[src/rtl/gtr_pkg.sv]
//------------------------------------------------------------------------------
// gtr_pkg: shared types and constants of the glob-to-regex translator
// Holds the beat payload structs, the queue entry, the mode encoding and
// the character codes that the translator recognizes.
//------------------------------------------------------------------------------
`default_nettype none

package gtr_pkg;

  // Input beat: one raw glob character
  typedef struct packed {
    logic [7:0] pattern_char;
    logic       end_of_pattern;
  } gtr_in_t;

  // Result beat: one regex character or a bare end marker
  typedef struct packed {
    logic [7:0] out_char;
    logic       char_valid;
    logic       pattern_done;
    logic       nest_overflow;
  } gtr_out_t;

  // Queue entry: the one or two results caused by one input character
  typedef struct packed {
    logic [7:0] char0;
    logic [7:0] char1;
    logic       two;
    logic       char_valid;
    logic       last;
    logic       overflow;
  } gtr_entry_t;

  typedef enum logic [1:0] {
    MODE_STREAM  = 2'd0,
    MODE_BRACKET = 2'd1,
    MODE_ESCAPE  = 2'd2
  } gtr_mode_t;

  // Bracket set progress
  localparam logic [1:0] SP_START  = 2'd0;
  localparam logic [1:0] SP_NEG    = 2'd1;
  localparam logic [1:0] SP_MEMBER = 2'd2;

  localparam int unsigned BD_W        = 5;
  localparam logic [BD_W-1:0] DEPTH_LIMIT = 5'd31;

  localparam int unsigned QDEPTH = 2;
  localparam int unsigned QPTR_W = 1;

  localparam logic [7:0] CH_LBRACE  = 8'h7B;
  localparam logic [7:0] CH_RBRACE  = 8'h7D;
  localparam logic [7:0] CH_COMMA   = 8'h2C;
  localparam logic [7:0] CH_STAR    = 8'h2A;
  localparam logic [7:0] CH_QUEST   = 8'h3F;
  localparam logic [7:0] CH_LBRACK  = 8'h5B;
  localparam logic [7:0] CH_RBRACK  = 8'h5D;
  localparam logic [7:0] CH_BANG    = 8'h21;
  localparam logic [7:0] CH_CARET   = 8'h5E;
  localparam logic [7:0] CH_BSLASH  = 8'h5C;
  localparam logic [7:0] CH_DOLLAR  = 8'h24;
  localparam logic [7:0] CH_LPAREN  = 8'h28;
  localparam logic [7:0] CH_RPAREN  = 8'h29;
  localparam logic [7:0] CH_DOT     = 8'h2E;
  localparam logic [7:0] CH_PLUS    = 8'h2B;
  localparam logic [7:0] CH_PIPE    = 8'h7C;
  localparam logic [7:0] CH_COLON   = 8'h3A;

endpackage

`default_nettype wire

[src/rtl/gtr_front.sv]
//------------------------------------------------------------------------------
// gtr_front: character classifier and translation state
// Accepts one glob character per cycle while the queue has room, updates the
// translation state and pushes any regex characters it causes into the queue.
//------------------------------------------------------------------------------
`default_nettype none

module gtr_front #(
  parameter int unsigned MAX_BRACE_DEPTH = 16
) (
  input  wire logic             clk,
  input  wire logic             rst_n,
  input  wire logic             in_valid,
  output logic                  in_ready,
  input  wire gtr_pkg::gtr_in_t in_data,
  input  wire logic             q_full,
  output logic                  push,
  output gtr_pkg::gtr_entry_t   push_entry
);
  import gtr_pkg::*;

  gtr_mode_t            mode_r, mode_nxt, mode_step;
  logic [BD_W-1:0]      depth_r, depth_nxt;
  logic [MAX_BRACE_DEPTH-1:0] flags_r, flags_nxt;
  logic [1:0]           sp_r, sp_nxt;
  logic                 class_r, class_nxt;
  logic                 open_r, open_nxt;
  logic                 colon_r, colon_nxt;
  logic [7:0]           prev_r, prev_nxt;
  logic                 ovf_r, ovf_nxt, ovf_step;

  logic                 accept;
  logic [7:0]           c;
  logic                 last;
  logic [BD_W-1:0]      top_idx;
  logic                 top_flag;
  logic                 at_limit;
  logic                 prev_opens_alt;

  logic                 br_class_open, br_class_close, br_set_close, br_neg;

  logic [1:0]           n_emit;
  logic [7:0]           e0, e1;

  assign c        = in_data.pattern_char;
  assign last     = in_data.end_of_pattern;
  assign in_ready = !q_full;
  assign accept   = in_valid && in_ready;

  assign top_idx        = depth_r - 1'b1;
  assign at_limit       = depth_r >= BD_W'(MAX_BRACE_DEPTH);
  assign prev_opens_alt = (prev_r == CH_LBRACE) || (prev_r == CH_COMMA);

  // Flag of the innermost open level; levels beyond the stack read as zero
  always_comb begin
    top_flag = 1'b0;
    for (int i = 0; i < MAX_BRACE_DEPTH; i++) begin
      if (top_idx == BD_W'(i)) begin
        top_flag = flags_r[i];
      end
    end
  end

  // Bracket set decode, in priority order
  assign br_class_open  = open_r && (c == CH_COLON);
  assign br_class_close = !br_class_open && colon_r && (c == CH_RBRACK);
  assign br_set_close   = !br_class_open && !br_class_close &&
                          (c == CH_RBRACK) && (sp_r >= SP_MEMBER);
  assign br_neg         = !br_class_open && !br_class_close && !br_set_close &&
                          ((c == CH_BANG) || (c == CH_CARET)) && (sp_r == SP_START);

  // Next state
  always_comb begin
    mode_step = mode_r;
    depth_nxt = depth_r;
    flags_nxt = flags_r;
    sp_nxt    = sp_r;
    class_nxt = class_r;
    open_nxt  = open_r;
    colon_nxt = colon_r;
    ovf_step  = ovf_r;
    prev_nxt  = c;
    case (mode_r)
      MODE_BRACKET: begin
        open_nxt  = 1'b0;
        colon_nxt = 1'b0;
        if (br_class_open) begin
          class_nxt = 1'b1;
        end else if (br_class_close) begin
          class_nxt = 1'b0;
        end else if (br_set_close) begin
          mode_step = MODE_STREAM;
        end else if (br_neg) begin
          sp_nxt = SP_NEG;
        end else begin
          sp_nxt = SP_MEMBER;
          if (c == CH_LBRACK) begin
            open_nxt = 1'b1;
          end else if (class_r && (c == CH_COLON)) begin
            colon_nxt = 1'b1;
          end
        end
      end
      MODE_ESCAPE: begin
        mode_step = MODE_STREAM;
      end
      default: begin
        case (c)
          CH_LBRACE: begin
            if (at_limit) begin
              ovf_step = 1'b1;
            end
            for (int i = 0; i < MAX_BRACE_DEPTH; i++) begin
              if (depth_r == BD_W'(i)) begin
                flags_nxt[i] = 1'b0;
              end
            end
            if (depth_r < DEPTH_LIMIT) begin
              depth_nxt = depth_r + 1'b1;
            end
          end
          CH_COMMA: begin
            if ((depth_r != '0) && prev_opens_alt) begin
              for (int i = 0; i < MAX_BRACE_DEPTH; i++) begin
                if (top_idx == BD_W'(i)) begin
                  flags_nxt[i] = 1'b1;
                end
              end
            end
          end
          CH_RBRACE: begin
            if (depth_r != '0) begin
              depth_nxt = top_idx;
              for (int i = 0; i < MAX_BRACE_DEPTH; i++) begin
                if (top_idx == BD_W'(i)) begin
                  flags_nxt[i] = 1'b0;
                end
              end
            end
          end
          CH_LBRACK: begin
            mode_step = MODE_BRACKET;
            class_nxt = 1'b0;
            sp_nxt    = SP_START;
            open_nxt  = 1'b0;
            colon_nxt = 1'b0;
          end
          CH_BSLASH: begin
            mode_step = MODE_ESCAPE;
          end
          default: begin
          end
        endcase
      end
    endcase

    // Pattern end: return everything to its reset value
    mode_nxt = mode_step;
    ovf_nxt  = ovf_step;
    if (last) begin
      mode_nxt  = MODE_STREAM;
      depth_nxt = '0;
      flags_nxt = '0;
      sp_nxt    = SP_START;
      class_nxt = 1'b0;
      open_nxt  = 1'b0;
      colon_nxt = 1'b0;
      prev_nxt  = '0;
      ovf_nxt   = 1'b0;
    end
  end

  // Emitted characters
  always_comb begin
    n_emit = 2'd0;
    e0     = '0;
    e1     = '0;
    case (mode_r)
      MODE_BRACKET: begin
        n_emit = 2'd1;
        e0     = br_neg ? CH_CARET : c;
      end
      MODE_ESCAPE: begin
        if (c == CH_COMMA) begin
          n_emit = 2'd1;
          e0     = c;
        end else begin
          n_emit = 2'd2;
          e0     = CH_BSLASH;
          e1     = c;
        end
      end
      default: begin
        case (c)
          CH_CARET, CH_DOLLAR, CH_LPAREN, CH_RPAREN, CH_DOT, CH_PLUS, CH_PIPE: begin
            n_emit = 2'd2;
            e0     = CH_BSLASH;
            e1     = c;
          end
          CH_LBRACE: begin
            n_emit = 2'd1;
            e0     = CH_LPAREN;
          end
          CH_COMMA: begin
            if (depth_r == '0) begin
              n_emit = 2'd1;
              e0     = c;
            end else if (!prev_opens_alt) begin
              n_emit = 2'd1;
              e0     = CH_PIPE;
            end
          end
          CH_RBRACE: begin
            if (depth_r != '0) begin
              n_emit = top_flag ? 2'd2 : 2'd1;
              e0     = CH_RPAREN;
              e1     = CH_QUEST;
            end else begin
              n_emit = 2'd2;
              e0     = CH_BSLASH;
              e1     = c;
            end
          end
          CH_STAR: begin
            n_emit = 2'd2;
            e0     = CH_DOT;
            e1     = CH_STAR;
          end
          CH_QUEST: begin
            n_emit = 2'd1;
            e0     = CH_DOT;
          end
          CH_BSLASH: begin
            n_emit = 2'd0;
          end
          default: begin
            n_emit = 2'd1;
            e0     = c;
          end
        endcase
      end
    endcase
    // Keep a trailing backslash
    if (last && (mode_step == MODE_ESCAPE)) begin
      n_emit = 2'd1;
      e0     = CH_BSLASH;
    end
  end

  assign push                  = accept && ((n_emit != 2'd0) || last);
  assign push_entry.char0      = e0;
  assign push_entry.char1      = e1;
  assign push_entry.two        = n_emit == 2'd2;
  assign push_entry.char_valid = n_emit != 2'd0;
  assign push_entry.last       = last;
  assign push_entry.overflow   = ovf_step;

  always_ff @(posedge clk) begin
    if (!rst_n) begin
      mode_r  <= MODE_STREAM;
      depth_r <= '0;
      flags_r <= '0;
      sp_r    <= SP_START;
      class_r <= 1'b0;
      open_r  <= 1'b0;
      colon_r <= 1'b0;
      prev_r  <= '0;
      ovf_r   <= 1'b0;
    end else if (accept) begin
      mode_r  <= mode_nxt;
      depth_r <= depth_nxt;
      flags_r <= flags_nxt;
      sp_r    <= sp_nxt;
      class_r <= class_nxt;
      open_r  <= open_nxt;
      colon_r <= colon_nxt;
      prev_r  <= prev_nxt;
      ovf_r   <= ovf_nxt;
    end
  end

endmodule

`default_nettype wire

[src/rtl/gtr_queue.sv]
//------------------------------------------------------------------------------
// gtr_queue: short entry queue between classifier and emitter
// Small register FIFO so that each side stalls on its own.
//------------------------------------------------------------------------------
`default_nettype none

module gtr_queue (
  input  wire logic                clk,
  input  wire logic                rst_n,
  input  wire logic                push,
  input  wire gtr_pkg::gtr_entry_t push_entry,
  output logic                     full,
  input  wire logic                pop,
  output logic                     head_valid,
  output gtr_pkg::gtr_entry_t      head
);
  import gtr_pkg::*;

  gtr_entry_t          mem_r [QDEPTH];
  logic [QPTR_W-1:0]   wr_ptr_r, wr_ptr_nxt;
  logic [QPTR_W-1:0]   rd_ptr_r, rd_ptr_nxt;
  logic [QPTR_W:0]     count_r, count_nxt;

  assign full       = count_r == (QPTR_W+1)'(QDEPTH);
  assign head_valid = count_r != '0;
  assign head       = mem_r[rd_ptr_r];

  always_comb begin
    wr_ptr_nxt = push ? wr_ptr_r + 1'b1 : wr_ptr_r;
    rd_ptr_nxt = pop  ? rd_ptr_r + 1'b1 : rd_ptr_r;
    count_nxt  = count_r;
    if (push && !pop) begin
      count_nxt = count_r + 1'b1;
    end else if (pop && !push) begin
      count_nxt = count_r - 1'b1;
    end
  end

  always_ff @(posedge clk) begin
    if (push) begin
      mem_r[wr_ptr_r] <= push_entry;
    end
  end

  always_ff @(posedge clk) begin
    if (!rst_n) begin
      wr_ptr_r <= '0;
      rd_ptr_r <= '0;
      count_r  <= '0;
    end else begin
      wr_ptr_r <= wr_ptr_nxt;
      rd_ptr_r <= rd_ptr_nxt;
      count_r  <= count_nxt;
    end
  end

  a_no_overrun : assert property (@(posedge clk) disable iff (!rst_n)
    !(push && full))
    else $error("queue written while full");

  a_no_underrun : assert property (@(posedge clk) disable iff (!rst_n)
    !(pop && !head_valid))
    else $error("queue read while empty");

  a_count_bound : assert property (@(posedge clk) disable iff (!rst_n)
    count_r <= (QPTR_W+1)'(QDEPTH))
    else $error("queue count beyond depth");

endmodule

`default_nettype wire

[src/rtl/gtr_back.sv]
//------------------------------------------------------------------------------
// gtr_back: result emitter
// Splits each queue entry into one or two result beats and holds them in
// the output register until taken.
//------------------------------------------------------------------------------
`default_nettype none

module gtr_back (
  input  wire logic                clk,
  input  wire logic                rst_n,
  input  wire logic                head_valid,
  input  wire gtr_pkg::gtr_entry_t head,
  output logic                     pop,
  output logic                     out_valid,
  input  wire logic                out_ready,
  output gtr_pkg::gtr_out_t        out_data
);
  import gtr_pkg::*;

  logic      phase_r, phase_nxt;
  logic      out_valid_r, out_valid_nxt;
  gtr_out_t  out_data_r;
  gtr_out_t  result;
  logic      load;
  logic      final_beat;

  assign load       = head_valid && (!out_valid_r || out_ready);
  assign final_beat = phase_r || !head.two;
  assign pop        = load && final_beat;

  always_comb begin
    result.out_char      = phase_r ? head.char1 : head.char0;
    result.char_valid    = head.char_valid;
    result.pattern_done  = head.last && final_beat;
    result.nest_overflow = head.overflow;
  end

  always_comb begin
    phase_nxt     = load ? (head.two && !phase_r) : phase_r;
    out_valid_nxt = load ? 1'b1 : (out_valid_r && !out_ready);
  end

  always_ff @(posedge clk) begin
    if (load) begin
      out_data_r <= result;
    end
  end

  always_ff @(posedge clk) begin
    if (!rst_n) begin
      phase_r     <= 1'b0;
      out_valid_r <= 1'b0;
    end else begin
      phase_r     <= phase_nxt;
      out_valid_r <= out_valid_nxt;
    end
  end

  assign out_valid = out_valid_r;
  assign out_data  = out_data_r;

  a_phase_two : assert property (@(posedge clk) disable iff (!rst_n)
    phase_r |-> (head_valid && head.two))
    else $error("second half pending without a two-character entry");

  a_bare_is_done : assert property (@(posedge clk) disable iff (!rst_n)
    (out_valid_r && !out_data_r.char_valid) |-> out_data_r.pattern_done)
    else $error("bare result without pattern end");

  a_done_clears_phase : assert property (@(posedge clk) disable iff (!rst_n)
    (load && result.pattern_done) |=> !phase_r)
    else $error("pattern end left a half-sent entry");

endmodule

`default_nettype wire

[src/rtl/glob_to_regex_translator.sv]
//------------------------------------------------------------------------------
// glob_to_regex_translator: streaming glob pattern to regex translator
// Path: an accepted input beat is written into the queue, and its first result
//   beat is then loaded from the queue head into the output register.
// Throughput: one input beat per cycle while the two-entry queue has room;
//   characters that expand to two regex characters give two beats at the
//   single-character result port, which sets the sustained rate.
// Reset: synchronous rst_n clears the translation state, queue and output.
//------------------------------------------------------------------------------
`default_nettype none

module glob_to_regex_translator #(
  parameter int unsigned MAX_BRACE_DEPTH = 16
) (
  input  wire logic              clk,
  input  wire logic              rst_n,
  input  wire logic              in_valid,
  output logic                   in_ready,
  input  wire gtr_pkg::gtr_in_t  in_data,
  output logic                   out_valid,
  input  wire logic              out_ready,
  output gtr_pkg::gtr_out_t      out_data
);
  import gtr_pkg::*;

  // Front to queue
  logic       push;
  gtr_entry_t push_entry;
  logic       q_full;

  // Queue to back
  logic       pop;
  logic       head_valid;
  gtr_entry_t head;

  // Front: classify each character against the mode, brace stack and
  // bracket-set look-ahead flags; push any output characters that it causes.
  gtr_front #(
    .MAX_BRACE_DEPTH (MAX_BRACE_DEPTH)
  ) u_front (
    .clk        (clk),
    .rst_n      (rst_n),
    .in_valid   (in_valid),
    .in_ready   (in_ready),
    .in_data    (in_data),
    .q_full     (q_full),
    .push       (push),
    .push_entry (push_entry)
  );

  // Queue: decouple classification from the result port so a stall on
  // the output does not stop the front until the queue fills.
  gtr_queue u_queue (
    .clk        (clk),
    .rst_n      (rst_n),
    .push       (push),
    .push_entry (push_entry),
    .full       (q_full),
    .pop        (pop),
    .head_valid (head_valid),
    .head       (head)
  );

  // Back: serialize each entry onto the result port, one beat per ready cycle,
  // marking the pattern end on the last beat of the final character.
  gtr_back u_back (
    .clk        (clk),
    .rst_n      (rst_n),
    .head_valid (head_valid),
    .head       (head),
    .pop        (pop),
    .out_valid  (out_valid),
    .out_ready  (out_ready),
    .out_data   (out_data)
  );

endmodule

`default_nettype wire

[config.mk]
export PLATFORM = sky130hd
export DESIGN_NAME = glob_to_regex_translator
export DESIGN_NICKNAME = d
export VERILOG_FILES = /design/src/rtl/gtr_pkg.sv /design/src/rtl/gtr_front.sv /design/src/rtl/gtr_queue.sv /design/src/rtl/gtr_back.sv /design/src/rtl/glob_to_regex_translator.sv
export SDC_FILE = /design/constraint.sdc
export NUM_CORES = 1
export LEC_CHECK = 0
export BUFFER_PORTS_ARGS = -buffer_cell sky130_fd_sc_hd__buf_2
export CAP_MARGIN = 40
export CORE_ASPECT_RATIO = 0.7
export CORE_UTILIZATION = 40
export DETAILED_ROUTE_END_ITERATION = 8
export GPL_ROUTABILITY_DRIVEN = 0
export GPL_TIMING_DRIVEN = 0
export SLEW_MARGIN = 20
export SYNTH_ARGS = -nofsm -noshare
export SYNTH_HDL_FRONTEND = slang
export SYNTH_SLANG_ARGS = --single-unit
[constraint.sdc]
create_clock -name clk -period 11.2 [get_ports clk]
set_input_delay 0.56 -clock clk [delete_from_list [all_inputs] [get_ports clk]]
set_output_delay 0.56 -clock clk [all_outputs]
set_load 0.02 [all_outputs]
==> metrics.txt <==
end-of-flow core utilization 46.5%; Core ar. 13900 sq um; fraction of registers with async set/reset 0%; Startpoint Class flop; M1 GR Usage 33.3%; antenna-violating nets left 0; status finished, final reports clean; drt first pass iters 5; minimum clock period after layout 4.57 ns; number of buffers inserted by hold repair at cts 0; Root Driver clkbuf_16; power per cell area 163 nW/um^2; Fmax 219 MHz; period utilisation layout 40.8%; CTS tree done; Worst-path clk slew 0.08 ns; # rows 36; DRC Markers 0; antenna violations before repair 0; Post-Syn Area 5720 sq um; CTS Buf Count 9; largest net degree at the start of global routing 20; vias after detailed routing 5020; Post-Place Cells 828; skew final 0.00522 ns; global routing usage on met2 32.5%; met3 Usage GRT 4.06%; htree depth 3; mean routed wirelength per cell 18.7 um; Post-Synthesis Cells 610; layout cell share with drive strength beyond 1 14.0%; critical path's largest stage delay 0.63 ns; final setup margin 6.63 ns; Critical Path RT 11.48 ns; worst-path cell chain clkbuf_1 > inv_1 > ha_1 > nand2b_1 > o32ai_1 > a32oi_1 > a2111oi_0 > a211oi_1 > a21boi_0 > a21oi_1 > a21oi_1 > ha_1 > or3_1 > a21boi_0; CP max FO 8; register area share after synthesis 42.2%; Sum Neg Setup Slack 0 ns; CTS Buffer Depth 2; final hold slack 0.425 ns; Register Area 2410 sq um; Die Wd 145 um; # fillers 1332; Vias/cell 5.93; placed cell area 6140 sq um; Worst Hold Class in -> reg; Max stage delay cell, worst path o32ai_1; dpl ws 6.75 ns; PortBufs 24; full die area 14800 sq um; post-synthesis cell type count 78; clk_lat worst skew 0.35 ns; Layout Nets 675; n_diodes 0; Max-Cap Viols 0; IO Count 26; final hold violations 0; worst rel slew slack 49.9%; yosys warns 0; Slew Limit Fails 0; WS Path Type reg -> reg; Arr. time, crit path 4.85 ns; die span in y 102 um; post-synthesis to final-layout area growth 13.1%; final instance area 6470 sq um; Multi-input gate area 3060 sq um; Crit. End Element flop; first-pass GRT wire length 25500 um; final setup vio count 0; worst-margin pin slew 0.750 ns; final non-filler cell total 847; total global routing overflow 0; global route hottest layer met1; Leak 2.34 nW; Avg Cell Area, Syn 9.37 sq um; HPWL after detailed placement 11700 um; number of enable flip-flop cells after synthesis 51; vias in the first global route 4716; total power 1.05 mW; Syn Nets 633; Post-Route WL 15800 um; post_cts resized 0; clk sinks 95; #FFs+latches synth 95; VDD IR max 0.0000734 V; starting density of the core 41.1%; Tot GR Track Use 22.4%; DR iter-0 viols 473; RSZ-0062 raised after global routing false; post-CTS setup buffers 0; ys flop type edfxtp_1
==> synthesized netlist by cell type, types with 9 or more instances <==
cell type,instances,area share [%]
ha_1,10,2.2
edfxtp_1,51,27
a21boi_0,9,1.2
nor3_1,16,1.4
nand2_1,46,3.0
and2_1,10,1.1
mux2i_1,21,3.7
clkbuf_1,32,2.1
nand3_1,10,0.88
a21oi_1,35,3.1
dfxtp_1,44,15
nor2b_1,37,4.0
inv_1,21,1.4
nor2_1,58,3.8
and3_1,12,1.3
o21ai_0,32,2.8
o221ai_1,18,2.8
nand2b_1,10,1.1
==> metal layers <==
layer	wire length, um	share of wire [%]	up-vias
met1	7630	48	2414
met4	291	1.8	0
li1	-	-	2349
met5	0	0	-
met3	1380	8.7	27
met2	6500	41	230
==> cell families (layout without fill, tap and decap cells) <==
logic type	after synthesis	count (layout)	share of synthesized area (%)
adders and majority gates	10	10	2.19
xor gates and xnor gates	5	5	0.766
buffers and inverters	65	112	4.70
AOI/OAI and AO/OA	162	162	19.8
and+or+nand+nor	241	241	22.9
DFF	95	95	42.2
muxes	32	32	7.42
==> flip-flops by register name, indices dropped and copies added, names as in the netlist, 2 cells and up, named ones only <==
signal,count
u_queue.mem_r,40
u_front.flags_r,16
u_back.out_data,11
u_front.prev_r,8
u_front.depth_r,5
u_front.mode_r,2
u_front.sp_r,2
u_queue.count_r,2
==> critical path: cells and delay by family, from the launching register on <==
family / cells / cell delay (ns)
flops: 1 / 0.36
fa+ha+maj: 2 / 0.63
buf+inv: 2 / 0.45
compound gates: 8 / 2.51
simple gates: 2 / 0.55
==> cell usage in the layout, fill, tap and decap left out, drive strengths merged, types with 3 or more instances in the layout <==
master / n
o41ai: 3
nor3b: 6
and3: 12
edfxtp: 51
clkbuf: 42
xnor2: 4
and4b: 4
nor3: 17
o31a: 3
a211oi: 4
a21o: 7
a221oi: 3
a22oi: 3
mux2i: 21
mux4: 8
nor2: 58
clkinv: 3
inv: 24
a211o: 5
a21boi: 9
o21ai: 33
dfxtp: 44
nand2b: 10
o221ai: 18
and2: 13
nand2: 46
nor4: 5
a21oi: 35
nand4: 7
o211ai: 5
o21a: 5
nand3: 10
nor2b: 37
a31oi: 3
buf: 41
mux2: 3
ha: 10
a22o: 5
or3: 5
==> layout make-up <==
class                      instances  area share [%]
sequential                        95            37.3
multi-input combinational        450            47.3
inverter                          22            1.28
tap                              190            3.68
clock inverter                     7            1.18
timing repair buffer              31            2.84
buffer                            43            2.88
clock buffer                       9            3.48
==> path summary, 6_finish.rpt <==
kind                      startpoint             endpoint  slack [ns]  cells past startpoint
setup / recovery  u_front.depth_r[0]   u_queue.count_r[1]        6.63                     14
hold / removal            in_data[0]  u_queue.mem_r[0][1]        0.42                      1
setup reg to reg  u_front.depth_r[0]   u_queue.count_r[1]        6.63                     14
hold reg to reg      u_front.sp_r[0]      u_front.sp_r[0]        0.47                      2
==> power by group <==
part | switching (mW) | internal, mW | total, mW
clock network | 0.153 | 0.158 | 0.310
registers | 0.0197 | 0.439 | 0.459
logic | 0.169 | 0.115 | 0.283
Power figures use the tool's default switching activity.
